**config.mk**
```make
export PLATFORM = sky130hd
export DESIGN_NAME = aba_ram
export DESIGN_NICKNAME = d
export VERILOG_FILES = /design/src/rtl/aba_ram.sv
export SDC_FILE = /design/constraint.sdc
export NUM_CORES = 1
export LEC_CHECK = 0
export ABC_CLOCK_PERIOD_IN_PS = 1600
export BUFFER_PORTS_ARGS = -buffer_cell sky130_fd_sc_hd__buf_4
export CAP_MARGIN = 30
export CORE_UTILIZATION = 40
export CTS_BUF_LIST = sky130_fd_sc_hd__clkbuf_16
export CTS_CLUSTER_DIAMETER = 100
export CTS_CLUSTER_SIZE = 10
export DETAILED_ROUTE_END_ITERATION = 10
export PLACE_DENSITY = 0.69
export SYNTH_ARGS = -nofsm -noshare
export SYNTH_HDL_FRONTEND = slang
export SYNTH_SLANG_ARGS = --single-unit
```
**constraint.sdc**
```tcl
create_clock -name i_clk -period 1.6 [get_ports i_clk]
set_input_delay 0.16 -clock i_clk [delete_from_list [all_inputs] [get_ports i_clk]]
set_output_delay 0.16 -clock i_clk [all_outputs]
set_load 0.05 [all_outputs]
```
**src/rtl/aba_ram.sv**
```systemverilog
// aba_ram: generic single-port RAM with registered read.
// No dependencies.
`timescale 1ns / 1ps
module aba_ram #(
    parameter int WIDTH = 8,
    parameter int DEPTH = 16
) (
    input  logic                     i_clk,
    input  logic                     i_we,
    input  logic [$clog2(DEPTH)-1:0] i_addr,
    input  logic [WIDTH-1:0]         i_wdata,
    output logic [WIDTH-1:0]         o_rdata
);
    logic [WIDTH-1:0] r_mem [DEPTH];

    always_ff @(posedge i_clk) begin
        if (i_we) begin
            r_mem[i_addr] <= i_wdata;
        end
        o_rdata <= r_mem[i_addr];
    end
endmodule

```
### After elaboration in Yosys (flattened, before gate mapping)

Memories as Yosys holds them, arrays and structs flattened. A register that Yosys moved wholly into a read port is not among the register bits.
Cells that the tools add are included.

* flip-flop bits (word level): 0
* RAM bits: 128
* input port bits: 14
* output and inout port bits: 8
* word-level logic and storage cells: 3
* memories: 1

Memories
* r_mem: depth 16, width 8, read ports 1, clocked after memory_dff 1, wr ports 1, line 14 `logic [WIDTH-1:0] r_mem [DEPTH];`

* multiplexer cells: 2

Operator list (number)
* $mux W1: 2

### Depth between registers and ports, before layout

* depth in word-level cells: 2
* mapped depth: 5
* depth with buffers taken out: 3

### Least setup slack after synthesis

Ideal clock, no wire load.

* kind: in2reg
* from: input port i_addr[2]
* to: memory r_mem[0][0], enable pin
* library setup time: 383 ps
* arrival: 1270 ps
* required time: 1217 ps
* setup slack: -53 ps
* stages on the path: 2
* path buffers: 0
* cell sequence: or3b_2 nor3_1

RTL lines
* start, declared: line 10 `input logic [$clog2(DEPTH)-1:0] i_addr,`
* end, declared: line 14

No word-level cell before the write port.

==> impl_metrics.yaml <==
synthesis:
  synthTopCellsByArea: "edfxtp_1, mux4_2, dfxtp_1"
  synth_top_area_cell: "edfxtp_1"
  syn-cell-area_um2: 5070
  ys_seq_elements: 136
  synth.distinct_cells: 18
  ys_warn_count: 0
  yosysSeqAreaShare: 0.790
  syn_avg_cell_area_um2: 22.0
  synth_top_area_frac: 0.759
  synth_fp_nets: 244
  synthCells: 230
clocking:
  cts.path.max_buffers: 2
  cts_max_level: 4
  clkSlewWorstSetupHoldPaths_ns: 0.06
  clock_latency_ns: 0.41
  cts_resized: 0
  cts-root-buf: "clkbuf_16"
  clock_sinks: 136
  postCtsSetupRepairBufs: 0
  tritoncts: "yes"
  cts_buffers: 17
  cts_hold_buf: 0
sta:
  clock_skew_ns: 0.00539
  fin_crit_ns: 1.32
  rsz0062_at_grt: "false"
  fin_crit_sh: 0.822
  worst_pin_slew_ns: 0.834
  finalSetupTns_ns: 0
  slew_headroom: 0.442
  hold_viol_final: 0
  final_max_slew_viol_count: 0
  timing.hold.ws_ns: 0.0667
  final-setup-viol-count: 0
  setup_slack_ns: 0.285
  max_freq_ghz: 0.760
global_routing:
  grt_pass1_vias: 2621
  antenna_found_initial: 0
  grt_pass1_wl_mm: 15.6
  grt_max_degree: 17
  grt_overflow_total: 0
  grt_usage: 0.175
floorplan:
  die_area_um2: 13100
  initial_utilization: 0.417
  core_um2: 12200
  die-height_um: 115
  die_x_um: 115
  boundaryPins: 22
  row_count: 40
detailed_routing:
  wire_per_inst_um: 21.1
  viasPerCell: 5.15
  drtIter0Drc: 264
  first_pass_iters: 5
  routed_wl_mm: 10.0
  drc: 0
  via_count: 2452
  ant_nets: 0
critical_path:
  crit_arrival_ns: 1.60
  crit_required_ns: 1.88
  start_kind: "register"
  path_class: "register to register"
  cp_max_fo: 1
  end_kind: "register"
place:
  placed_cells: 444
  place_congestion: 0.781
  dp_slack_ns: 0.0757
  dp_hpwl_mm: 6.59
  port_buffers: 21
final_layout:
  final_cell_mix: "edfxtp_1, buf_4, mux4_2"
  drive_above_1_share: 0.386
  area_growth_pct: 24.0
  stdcell_count: 476
  n_antenna_cell: 0
  final_common_cell: "edfxtp_1"
  fillers: 977
  nets: 309
power_and_ir_drop:
  power_density_nw_per_um2: 1360
  total_leakage_power_nw: 2.12
  ir_worst_vdd_v: 0.000796
flow_run:
  cap_violations: 0
outcome:
  status: "complete, no violations"
worst_hold_path:
  hp-class: "input port to register"
flip-flops by register name, summed over array words and instances, names as in the netlist:
| signal | count |
|---|---|
| o_rdata | 8 |
| r_mem | 128 |
final timing paths:
kind / from / endpoint / slack, ns / cells after the start
worst max-delay path: r_mem[11][2] / o_rdata[2] / 0.28 / 3
worst min register to register: r_mem[8][6] / o_rdata[6] / 0.68 / 3
worst min-delay path: i_wdata[0] / r_mem[12][0] / 0.07 / 1
worst max register to register: r_mem[11][2] / o_rdata[2] / 0.28 / 3
cell type report:
class | count | area (um2) | share of cell area
clock buffers | 17 | 425 | 0.0677
clock inverters | 15 | 183 | 0.0291
multi-input cells | 83 | 1010 | 0.160
flip-flops and latches | 136 | 4000 | 0.637
well taps | 168 | 210 | 0.0335
repair buffers | 57 | 453 | 0.0721
power breakdown:
part	switching, mW	internal, mW	total [mW]
clock	1.42	2.58	4.00
sequential	0.0271	3.98	4.01
combinational	0.297	0.204	0.501
synthesized netlist by cell type, drive strengths merged:
cell type	n
nand3	1
and2	1
nand2b	2
buf	8
nor3	4
nor2b	2
nor2	13
dfxtp	8
nand3b	2
clkbuf	3
a22oi	16
mux4	32
nand2	9
or3b	1
edfxtp	128
per-layer routing:
metal  vias up  GRT usage  routed length, um
met4         0     0.0727                132
met1      1278      0.240               4560
met5         -          0                  0
met3        11     0.0619                550
li1       1094          -                  -
met2        69      0.255               4770
metrics by stage:
step	instance area [um2]	utilization	total power [mW]
2_1_floorplan	5070	-	4.36
3_3_place_gp	5680	0.467	4.58
3_5_place_dp	5680	0.467	4.59
4_1_cts	6280	0.517	8.59
5_1_grt	6280	0.517	8.77
6_report	6280	0.517	8.52
logic make-up (layout without fill, tap and decap cells):
family,after synthesis,after routing,synth area share
and+or+nand+nor,35,35,0.0321
AOI/OAI and AO/OA,16,16,0.0237
buffers and inverters,11,89,0.0119
DFF,136,136,0.790
muxes,32,32,0.142
critical path, cell delays in order, from the launching register on:
cell      delay (ns)
edfxtp_1        0.37
mux4_2          0.47
a22oi_1         0.22
nand2_1         0.12
(Power assumes the default switching activity.)
